--- src/dbm_seq_pkg.sv ---
`timescale 1ns / 1ps
// ----------------------------------------------------------------------------
// Disk buffer manager sequencer package
// Shared payload and state types, event codes, flag positions and the
// timing constants of the buffer manager and mechanism sequencer.
// ----------------------------------------------------------------------------
package dbm_seq_pkg;

  localparam int DATA_SECTORS_DEF = 85;
  localparam int SEC_PER_BLK      = 90;

  localparam logic [2:0] MODE_TICK   = 3'd0;
  localparam logic [2:0] MODE_CTL    = 3'd1;
  localparam logic [2:0] MODE_SEEK   = 3'd2;
  localparam logic [2:0] MODE_STATUS = 3'd3;
  localparam logic [2:0] MODE_MECHA  = 3'd4;
  localparam logic [2:0] MODE_REZERO = 3'd5;

  localparam logic [1:0] OP_NONE  = 2'd0;
  localparam logic [1:0] OP_READ  = 2'd1;
  localparam logic [1:0] OP_WRITE = 2'd2;
  localparam logic [1:0] OP_ZERO  = 2'd3;

  localparam logic [1:0] EVT_NONE  = 2'd0;
  localparam logic [1:0] EVT_TICK  = 2'd1;
  localparam logic [1:0] EVT_MECHA = 2'd2;

  localparam int CANCEL_TICK  = 0;
  localparam int CANCEL_MECHA = 1;

  localparam int FLG_DRQ = 0;
  localparam int FLG_C2  = 1;
  localparam int FLG_BMI = 2;
  localparam int FLG_MCI = 3;
  localparam int FLG_RUN = 4;
  localparam int FLG_BLK = 5;
  localparam int FLG_MIC = 6;

  localparam logic [11:0] FAIL_TRACK = 12'd6;

  localparam logic [24:0] START_DELAY  = 25'd12500;
  localparam logic [24:0] ACK_BASE     = 25'd8020;
  localparam logic [24:0] SEEK_BASE    = 25'd248250;
  localparam logic [24:0] SEEK_STEP    = 25'd4825;
  // Track divided by 56 is (track / 8) * 293 / 2048, exact for 12-bit tracks.
  localparam logic [17:0] DIV7_RECIP   = 18'd293;
  localparam int          DIV7_SHIFT   = 11;

  typedef struct packed {
    logic [2:0]  mode;
    logic [7:0]  start_sector;
    logic        ctl_start;
    logic        ctl_blk_trans;
    logic        ctl_reset;
    logic        ctl_mecha_rst;
    logic [11:0] seek_track;
    logic        seek_head;
    logic        seek_write;
  } dbm_in_t;

  typedef struct packed {
    logic [6:0]  status_flags;
    logic        irq_line;
    logic [7:0]  cur_sector;
    logic [1:0]  disk_op;
    logic        op_head;
    logic [11:0] op_track;
    logic        op_block;
    logic [6:0]  op_sector;
    logic [1:0]  event_kind;
    logic [24:0] event_delay;
    logic [1:0]  cancel_events;
  } dbm_out_t;

  typedef struct packed {
    logic [7:0]  sector_count;
    logic [11:0] track_reg;
    logic        head_reg;
    logic        write_dir;
    logic [6:0]  flag_bits;
    logic        reset_held;
    logic        irq_reg;
  } dbm_state_t;

endpackage

--- src/dbm_seq_calc.sv ---
`timescale 1ns / 1ps
// ----------------------------------------------------------------------------
// Disk buffer manager event logic
// Works out the next controller state and the result of one event from the
// registered event and the current state.
// ----------------------------------------------------------------------------
module dbm_seq_calc #(
  parameter int DATA_SECTORS = dbm_seq_pkg::DATA_SECTORS_DEF
) (
  input  dbm_seq_pkg::dbm_in_t    item,
  input  dbm_seq_pkg::dbm_state_t st,
  input  logic                    dev_unit,
  output dbm_seq_pkg::dbm_state_t st_nxt,
  output dbm_seq_pkg::dbm_out_t   res
);

  localparam logic [6:0] DATA_END  = 7'(DATA_SECTORS);
  localparam logic [6:0] C2_END    = 7'(DATA_SECTORS + 3);
  localparam logic [7:0] SPB8      = 8'(dbm_seq_pkg::SEC_PER_BLK);
  localparam logic [7:0] SPB8_X2   = 8'(2 * dbm_seq_pkg::SEC_PER_BLK);

  logic [1:0]  blk;
  logic [7:0]  blk_off;
  logic [7:0]  sec8;
  logic [6:0]  sec;
  logic [7:0]  cnt_inc;
  logic [7:0]  jump_base;
  logic [6:0]  f;
  logic [11:0] seek_tgt;
  logic [11:0] seek_diff;
  logic [24:0] seek_delay;
  logic [17:0] div_prod;
  logic [24:0] ack_delay;
  logic        read_fail;

  always_comb begin
    if (st.sector_count >= SPB8_X2) begin
      blk     = 2'd2;
      blk_off = SPB8_X2;
    end else if (st.sector_count >= SPB8) begin
      blk     = 2'd1;
      blk_off = SPB8;
    end else begin
      blk     = 2'd0;
      blk_off = 8'd0;
    end
    sec8      = st.sector_count - blk_off;
    sec       = sec8[6:0];
    cnt_inc   = st.sector_count + 8'd1;
    jump_base = SPB8 - blk_off;
    read_fail = !st.head_reg && (st.track_reg == dbm_seq_pkg::FAIL_TRACK) &&
                (blk == 2'd0) && !dev_unit;

    seek_tgt   = (item.mode == dbm_seq_pkg::MODE_SEEK) ? item.seek_track : 12'd0;
    seek_diff  = (seek_tgt > st.track_reg) ? seek_tgt - st.track_reg
                                           : st.track_reg - seek_tgt;
    seek_delay = dbm_seq_pkg::SEEK_BASE + 25'(seek_diff) * dbm_seq_pkg::SEEK_STEP;

    div_prod  = 18'(st.track_reg[11:3]) * dbm_seq_pkg::DIV7_RECIP;
    ack_delay = dbm_seq_pkg::ACK_BASE + 25'(div_prod[17:dbm_seq_pkg::DIV7_SHIFT]);
  end

  always_comb begin
    st_nxt = st;
    f      = st.flag_bits;
    res    = '0;

    unique case (item.mode)
      dbm_seq_pkg::MODE_TICK: begin
        if (f[dbm_seq_pkg::FLG_RUN]) begin
          f[dbm_seq_pkg::FLG_DRQ] = 1'b0;
          f[dbm_seq_pkg::FLG_C2]  = 1'b0;
          if (st.write_dir) begin
            if (sec == 7'd0) begin
              st_nxt.sector_count     = cnt_inc;
              f[dbm_seq_pkg::FLG_DRQ] = 1'b1;
            end else if (sec <= DATA_END) begin
              res.disk_op   = dbm_seq_pkg::OP_WRITE;
              res.op_head   = st.head_reg;
              res.op_track  = st.track_reg;
              res.op_block  = blk[0];
              res.op_sector = sec - 7'd1;
              if (sec < DATA_END) begin
                st_nxt.sector_count     = cnt_inc;
                f[dbm_seq_pkg::FLG_DRQ] = 1'b1;
              end else if (f[dbm_seq_pkg::FLG_BLK]) begin
                st_nxt.sector_count     = jump_base + 8'd1;
                f[dbm_seq_pkg::FLG_BLK] = 1'b0;
                f[dbm_seq_pkg::FLG_DRQ] = 1'b1;
              end else begin
                st_nxt.sector_count     = cnt_inc;
                f[dbm_seq_pkg::FLG_RUN] = 1'b0;
              end
            end
          end else begin
            if (read_fail) begin
              f[dbm_seq_pkg::FLG_MIC] = 1'b1;
            end else if (sec <= C2_END) begin
              res.op_head   = st.head_reg;
              res.op_track  = st.track_reg;
              res.op_block  = blk[0];
              res.op_sector = sec;
              if (sec < DATA_END) begin
                res.disk_op             = dbm_seq_pkg::OP_READ;
                st_nxt.sector_count     = cnt_inc;
                f[dbm_seq_pkg::FLG_DRQ] = 1'b1;
              end else if (sec < C2_END) begin
                res.disk_op         = dbm_seq_pkg::OP_ZERO;
                st_nxt.sector_count = cnt_inc;
              end else begin
                res.disk_op            = dbm_seq_pkg::OP_ZERO;
                f[dbm_seq_pkg::FLG_C2] = 1'b1;
                if (f[dbm_seq_pkg::FLG_BLK]) begin
                  st_nxt.sector_count     = jump_base;
                  f[dbm_seq_pkg::FLG_BLK] = 1'b0;
                end else begin
                  f[dbm_seq_pkg::FLG_RUN] = 1'b0;
                end
              end
            end
          end
          f[dbm_seq_pkg::FLG_BMI] = 1'b1;
          st_nxt.irq_reg          = 1'b1;
        end
      end
      dbm_seq_pkg::MODE_CTL: begin
        st_nxt.sector_count = item.start_sector;
        if (item.ctl_mecha_rst) begin
          f[dbm_seq_pkg::FLG_MCI]                  = 1'b0;
          res.cancel_events[dbm_seq_pkg::CANCEL_MECHA] = 1'b1;
        end
        if (item.ctl_blk_trans) begin
          f[dbm_seq_pkg::FLG_BLK] = 1'b1;
        end
        if (item.ctl_reset) begin
          st_nxt.reset_held = 1'b1;
        end else if (st.reset_held) begin
          st_nxt.reset_held   = 1'b0;
          f                   = f & (7'd1 << dbm_seq_pkg::FLG_MCI);
          st_nxt.sector_count = 8'd0;
          res.cancel_events[dbm_seq_pkg::CANCEL_TICK] = 1'b1;
        end
        if (!f[dbm_seq_pkg::FLG_BMI] && !f[dbm_seq_pkg::FLG_MCI]) begin
          st_nxt.irq_reg = 1'b0;
        end
        if (item.ctl_start) begin
          f[dbm_seq_pkg::FLG_RUN] = 1'b1;
          res.event_kind          = dbm_seq_pkg::EVT_TICK;
          res.event_delay         = dbm_seq_pkg::START_DELAY;
        end
      end
      dbm_seq_pkg::MODE_SEEK, dbm_seq_pkg::MODE_REZERO: begin
        st_nxt.track_reg = seek_tgt;
        if (item.mode == dbm_seq_pkg::MODE_SEEK) begin
          st_nxt.head_reg  = item.seek_head;
          st_nxt.write_dir = item.seek_write;
        end else begin
          st_nxt.head_reg  = 1'b0;
          st_nxt.write_dir = 1'b1;
        end
        res.event_kind  = dbm_seq_pkg::EVT_MECHA;
        res.event_delay = seek_delay;
      end
      dbm_seq_pkg::MODE_STATUS: begin
        if (f[dbm_seq_pkg::FLG_BMI]) begin
          f[dbm_seq_pkg::FLG_BMI] = 1'b0;
          st_nxt.irq_reg          = 1'b0;
          res.event_kind          = dbm_seq_pkg::EVT_TICK;
          res.event_delay         = ack_delay;
        end
      end
      dbm_seq_pkg::MODE_MECHA: begin
        f[dbm_seq_pkg::FLG_MCI] = 1'b1;
        st_nxt.irq_reg          = 1'b1;
      end
      default: begin
      end
    endcase

    st_nxt.flag_bits = f;
    res.status_flags = (item.mode == dbm_seq_pkg::MODE_STATUS) ? st.flag_bits : f;
    res.irq_line     = st_nxt.irq_reg;
    res.cur_sector   = st_nxt.sector_count;
  end

endmodule

--- src/disk_buffer_manager_sequencer_core.sv ---
`timescale 1ns / 1ps
// ----------------------------------------------------------------------------
// Disk buffer manager sequencer core
// Sector counter, head, track, direction and status flags of the disk
// buffer manager, updated by one event per transfer.
//
//   Channel  Ports                        Contents
//   input    in_valid / in_stall / in_data     one event
//   result   out_valid / out_stall / out_data  status, storage op, next event
//   config   cfg_wr_en / cfg_wr_data           development drive bit
//
// An event is registered on acceptance and its result is registered in the
// result register once that register can advance, which a stall can delay.
// One event is taken every cycle while the result is not stalled; the state
// update sits between the input register and the result register.
// A stalled result holds the pipe; the input register then fills and
// in_stall rises.
// Reset (rst_n low, synchronous) clears the state, the config bit and both
// valid flags.
// ----------------------------------------------------------------------------
module disk_buffer_manager_sequencer_core #(
  parameter int DATA_SECTORS = dbm_seq_pkg::DATA_SECTORS_DEF
) (
  input  logic                  clk,
  input  logic                  rst_n,
  input  logic                  in_valid,
  output logic                  in_stall,
  input  dbm_seq_pkg::dbm_in_t  in_data,
  output logic                  out_valid,
  input  logic                  out_stall,
  output dbm_seq_pkg::dbm_out_t out_data,
  input  logic                  cfg_wr_en,
  input  logic                  cfg_wr_data
);

  logic                    in_vld_r;
  dbm_seq_pkg::dbm_in_t    in_data_r;
  logic                    out_vld_r;
  dbm_seq_pkg::dbm_out_t   out_data_r;
  dbm_seq_pkg::dbm_state_t st_r;
  dbm_seq_pkg::dbm_state_t st_nxt;
  dbm_seq_pkg::dbm_out_t   res_nxt;
  logic                    dev_unit_r;
  logic                    adv;

  assign adv       = !out_vld_r || !out_stall;
  assign in_stall  = in_vld_r && !adv;
  assign out_valid = out_vld_r;
  assign out_data  = out_data_r;

  dbm_seq_calc #(
    .DATA_SECTORS(DATA_SECTORS)
  ) u_calc (
    .item    (in_data_r),
    .st      (st_r),
    .dev_unit(dev_unit_r),
    .st_nxt  (st_nxt),
    .res     (res_nxt)
  );

  always_ff @(posedge clk) begin
    if (!rst_n) begin
      in_vld_r   <= 1'b0;
      out_vld_r  <= 1'b0;
      st_r       <= '0;
      dev_unit_r <= 1'b0;
    end else begin
      if (cfg_wr_en) begin
        dev_unit_r <= cfg_wr_data;
      end
      if (!in_stall) begin
        in_vld_r <= in_valid;
      end
      if (adv) begin
        out_vld_r <= in_vld_r;
        if (in_vld_r) begin
          st_r <= st_nxt;
        end
      end
    end
  end

  always_ff @(posedge clk) begin
    if (!in_stall && in_valid) begin
      in_data_r <= in_data;
    end
    if (adv && in_vld_r) begin
      out_data_r <= res_nxt;
    end
  end

endmodule

--- config.mk ---
export PLATFORM = sky130hd
export DESIGN_NAME = disk_buffer_manager_sequencer_core
export DESIGN_NICKNAME = d
export VERILOG_FILES = /design/src/dbm_seq_pkg.sv /design/src/dbm_seq_calc.sv /design/src/disk_buffer_manager_sequencer_core.sv
export SDC_FILE = /design/constraint.sdc
export NUM_CORES = 1
export LEC_CHECK = 0
export ABC_AREA = 1
export BUFFER_PORTS_ARGS = -buffer_cell sky130_fd_sc_hd__buf_2
export CAP_MARGIN = 20
export CORE_MARGIN = 5
export CORE_UTILIZATION = 40
export CTS_CLUSTER_DIAMETER = 60
export DETAILED_ROUTE_END_ITERATION = 16
export GPL_TIMING_DRIVEN = 1
export PLACE_DENSITY_LB_ADDON = 0.15
export REMOVE_ABC_BUFFERS = 1
export SLEW_MARGIN = 20
export SYNTH_ARGS = -nofsm -noshare
export SYNTH_HDL_FRONTEND = slang
export SYNTH_HIERARCHICAL = 1
export SYNTH_SLANG_ARGS = --single-unit
--- constraint.sdc ---
create_clock -name clk -period 13.9 [get_ports clk]
set_input_delay 0.695 -clock clk [delete_from_list [all_inputs] [get_ports clk]]
set_output_delay 0.695 -clock clk [all_outputs]
set_load 0.01 [all_outputs]
# Word-level counts from Yosys, hierarchy flattened
# Index checks and enable logic that the tools add are counted.
# W data, S select, Z words.
word_totals:
  register_bits: 131
  in_bits: 35
  output_inout_bits: 70
  elab_cells: 152
classes:
  add_sub_neg: 9
  mul: 2
  magnitude_cmp: 7
  n_eq_ne: 6
  mux: 71
  bitwise: 1
  n_reduce_logical: 25
op_table:
  columns: ["operator", "count"]
  rows:
  - ["$mux W23", 5]
  - ["$mux W8", 14]
  - ["$pmux W27 S3", 1]
  - ["$mux W26", 2]
  - ["$mux W7", 5]
  - ["$mux W2", 13]
  - ["$add A18 B25 Y25 const A", 1]
  - ["$mul A12 B13 Y25 const B", 1]
  - ["$mux W12", 2]
  - ["$sub A12 B12 Y12", 2]
  - ["$mux W1", 21]
  - ["$mul A9 B9 Y18 const B", 1]
  - ["$add A8 B1 Y8 const B", 2]
  - ["$pmux W8 S2", 1]
  - ["$add A13 B7 Y14 const A", 1]
  - ["$le A7 B7 Y1 const B", 2]
  - ["$lt A7 B7 Y1 const B", 2]
  - ["$eq A12 B3 Y1 const B", 1]
  - ["$gt A12 B12 Y1", 1]
  - ["$ge A8 B7 Y1 const B", 1]
  - ["$ge A8 B8 Y1 const B", 1]
  - ["$logic_not A1 Y1", 8]
  - ["$sub A7 B8 Y8 const A", 1]
  - ["$logic_and A1 B1 Y1", 7]
  - ["19 further kinds", 25]

# Longest topological paths before layout
logic_depth:
  ltp_word: 13
  depth_mapped: 41
  mapped_depth_nobuf: 40

# Hierarchy
# The synthesis kept the hierarchy.
by_module_without_submodules:
  columns: ["module", "instances", "cells_each", "area_per_inst_um2", "seq_area_each_um2"]
  rows:
  - ["dbm_seq_calc", 1, 1222, 7910.1, 0.0]
  - ["disk_buffer_manager_sequencer_core", 1, 317, 4488.1, 3593.4]

# Worst setup path after synthesis
# OpenSTA, ideal clock, no wires.
synth_path:
  kind: "reg-to-reg"
  start: "register in_data_r[28] (netlist name)"
  end: "register out_data_r, in the netlist out_data[24] (data pin)"
  arrival_time_ns: 7.160
  t_required_ns: 13.647
  slack_ns: 6.487
  stages_incl_launch_ff: 39
  n_path_buf: 1
  period_less_slack_ns: 7.413
  cell_sequence: "edfxtp_1 -> nor3_1 -> inv_1 -> clkbuf_1 -> nor2_1 -> inv_1 -> ha_1 -> fa_1 -> inv_1 -> a21oi_1 -> o21ai_1 -> nand2_1 -> o311ai_1 -> nand2_1 -> o21ai_0 -> xor2_1 -> inv_1 -> ha_1 -> [... 3 more ...] -> fa_1 -> fa_1 -> inv_1 -> fa_1 -> inv_1 -> ha_1 -> nand2_1 -> o21a_1 -> o21bai_1 -> a21oi_1 -> o21ai_0 -> nand3_1 -> nand2_1 -> nand3_1 -> nand2_1 -> nand2_1 -> nand2_1 -> nor2_1"
synth_rtl:
  columns: ["element", "line", "rtl"]
  rows:
  - ["start: declaration", "disk_buffer_manager_sequencer_core.sv:37", "dbm_seq_pkg::dbm_in_t in_data_r;"]
  - ["start signal: assignment", "disk_buffer_manager_sequencer_core.sv:85", "in_data_r <= in_data;"]
  - ["end signal: assignment", "disk_buffer_manager_sequencer_core.sv:88", "out_data_r <= res_nxt;"]
  - ["end: declaration", "disk_buffer_manager_sequencer_core.sv:39", "dbm_seq_pkg::dbm_out_t out_data_r;"]

==> results.cfg <==
[timing]
clock.fmax_mhz = 118
clock_skew_ps = 11.6
worst_slew_pin_slew_ps = 1010
slew_headroom = 0.324
hold_viol_final = 0
setup_violations = 0
setup-tns-final_ps = 0
fin_crit_ps = 8510
post-route-period-util = 0.612
drv_slew = 0
grt_setup_unrepaired = no

[setup_path]
crit_path_frequent_cell = inv_1
critPathKind = reg -> reg
arrival_ps = 8690
cp-startpoint = in_data_r[28]
start_kind = flop
reg2reg_from = in_data_r[28]
cp-end-kind = flop
cp_slowest_stage_delay_ps = 540
slowest_stage = fa_1
crit_required_ps = 14080
worstPathMaxFanout = 18

[global_route]
grt_usage = 0.193
grt_max_degree = 65
grt_overflow = 0
antenna_found_initial = 0
top_usage_layer = met1
grt_use_met3 = 0.0295
grt_pass1_wl_mm = 53.4
grt_pass1_vias = 10100
grt_use_met2 = 0.285
grtUsageMet1 = 0.297

[floorplanning]
ios = 105
fp.dieW_um = 186
coreArea_um2 = 30600
die_h_um = 186
rows = 64
die_area_um2 = 34600
start_util = 0.405

[clocking]
post_cts_buffers = 0
holdBufCountCts = 0
cts_made_buffers = 17
clock-sinks = 131
htree_levels = 4
clk_path_buf_depth = 2
clk_latency_ps = 430
clk_pin_slew_ps = 80
cts_tree = built
root_buffer = clkbuf_16
cts_resized = 0

[synth]
yosysWarnings = 6
ys.flop_type = edfxtp_1
synth-seq-area-share = 0.290
ys_top_cells_by_area = edfxtp_1 23%, ha_1 16%, inv_1 8.9%, fa_1 8.9%, nand2_1 7.5%
yosys.area.top_type = edfxtp_1
ys_seq_elements = 131
synth-edff-count = 97
syn_area_um2 = 12400
postSynthCellCount = 1539
avgSynthCellArea_um2 = 8.06
synth-async-reset-ratio = 0
synth_top_cell_area_share = 0.235
yosysUniqueCellTypes = 52

[routing]
dr.pass1.iters = 5
routed_wl_mm = 32.8
drtIter0Drc = 757
dr_total_vias = 10300
vias_per_cell = 5.09
avgRoutedWirePerCell_um = 16.2
post-route-drc-count = 0
drtAntennaViolNets = 0

[placement]
hpwl_mm = 25.7
io_buffers = 104
place_congestion = 0.898
dp_cells = 1998

[cells_and_area]
area_delta_synth_final_pct = 10.9
register_area_um2 = 3590
drive_above_1_share = 0.111
final_nets = 1874
finalNonFillerCells = 2030
fill_cells = 3131
multi_input_area_um2 = 7390
diodes = 0

[worst_hold_path]
hold_class = in -> reg
min_from = in_data[8]

[run]
drv_cap = 0

[status]
status = completed
## path summary, 6_finish.rpt
path | end | slack, ps | depth (start not counted)
worst max-delay path | out_data[24] | 5390 | 37
worst min register to register | st_r[5] | 490 | 2
worst max register to register | out_data[24] | 5390 | 37
worst min-delay path | in_data_r[8] | 430 | 1
## flip-flops by register name (all words and copies together) (netlist names)
register    count
out_data       68
in_data_r      29
out_valid       1
st_r           31
in_vld_r        1
dev_unit_r      1
## cell usage in the layout (no fill, tap or decap), types with 7 or more instances in the layout
| cell | n |
|---|---|
| nand2_2 | 7 |
| buf_2 | 104 |
| nor3_1 | 16 |
| a21oi_1 | 126 |
| o211ai_1 | 10 |
| nor3_2 | 8 |
| fa_1 | 55 |
| edfxtp_1 | 97 |
| xnor2_1 | 8 |
| inv_1 | 293 |
| nand2_1 | 248 |
| nand3_1 | 87 |
| o21ai_0 | 103 |
| ha_1 | 163 |
| o22ai_1 | 9 |
| nand4_1 | 11 |
| nor2_1 | 111 |
| dfxtp_1 | 33 |
| nand3b_1 | 7 |
| xor2_1 | 32 |
| clkbuf_16 | 17 |
## cells in the mapped netlist (2+ instances only)
library cell / number
nand2_2: 7
nand3_2: 5
a21o_1: 3
buf_4: 18
nor4_1: 6
o21a_1: 3
ha_1: 163
clkinv_1: 3
xor2_1: 32
nor3_2: 8
xnor2_1: 8
dfxtp_1: 34
fa_1: 55
or2_1: 2
buf_6: 6
nor3_1: 16
o21ai_0: 103
o21bai_1: 6
clkbuf_1: 10
a21oi_1: 127
nand2_4: 3
o31ai_1: 2
nor2_2: 3
nor3b_1: 2
nand4_1: 11
or2_2: 2
inv_1: 294
edfxtp_1: 97
a21oi_2: 5
a31oi_1: 2
o21ai_2: 2
nand3_1: 87
o2111ai_1: 2
o21ai_1: 5
o22ai_1: 9
nand2_1: 248
o211ai_1: 10
nand3b_1: 7
o311ai_0: 3
buf_2: 8
nor2_1: 111
## per-stage QoR
step / cell area, µm² / hold WS [ps] / util / setup WS (ps)
after floorplan: 12100 / 452 / - / 6420
after global routing: 13700 / 413 / 0.449 / 4800
after CTS: 13700 / 412 / 0.449 / 5380
after detailed placement: 13200 / 470 / 0.430 / 5390
after global placement: 13200 / 466 / 0.430 / 5640
final: 13700 / 433 / 0.449 / 5390
## logic make-up after synthesis
| family | synth area share |
|---|---|
| and+or+nand+nor | 0.185 |
| buffers and inverters | 0.115 |
| AOI/OAI and AO/OA | 0.128 |
| adders and majority gates | 0.253 |
| DFF | 0.290 |
| xor gates and xnor gates | 0.0296 |
## cell type report
| cell class | count | share of cell area |
|---|---|---|
| Timing Repair Buffer | 108 | 0.0400 |
| Tap cell | 396 | 0.0360 |
| Clock inverter | 15 | 0.0123 |
| Sequential cell | 131 | 0.261 |
| Multi-Input combinational cell | 1065 | 0.538 |
| Clock buffer | 17 | 0.0309 |
| Inverter | 298 | 0.0814 |
## worst max-delay path, delay by kind of cell, from the launching register on
family / cells / cell delay (ps)
adders and majority gates: 8 / 3360
and+or+nand+nor: 12 / 1630
buffers and inverters: 8 / 950
xor gates and xnor gates: 1 / 380
DFF: 1 / 460
AOI/OAI and AO/OA: 8 / 1480
## layer usage
metal / vias to the layer above / part of all wire / routed length, µm
li1: 5226 / - / -
met4: 0 / 0.016 / 517
met2: 295 / 0.42 / 13700
met5: - / 0 / 0
met1: 4777 / 0.51 / 16700
met3: 37 / 0.060 / 1960
Power is left out: the tool's default activity adds up to more than one toggle a clock period on the data nets, which glitch-free logic cannot reach.
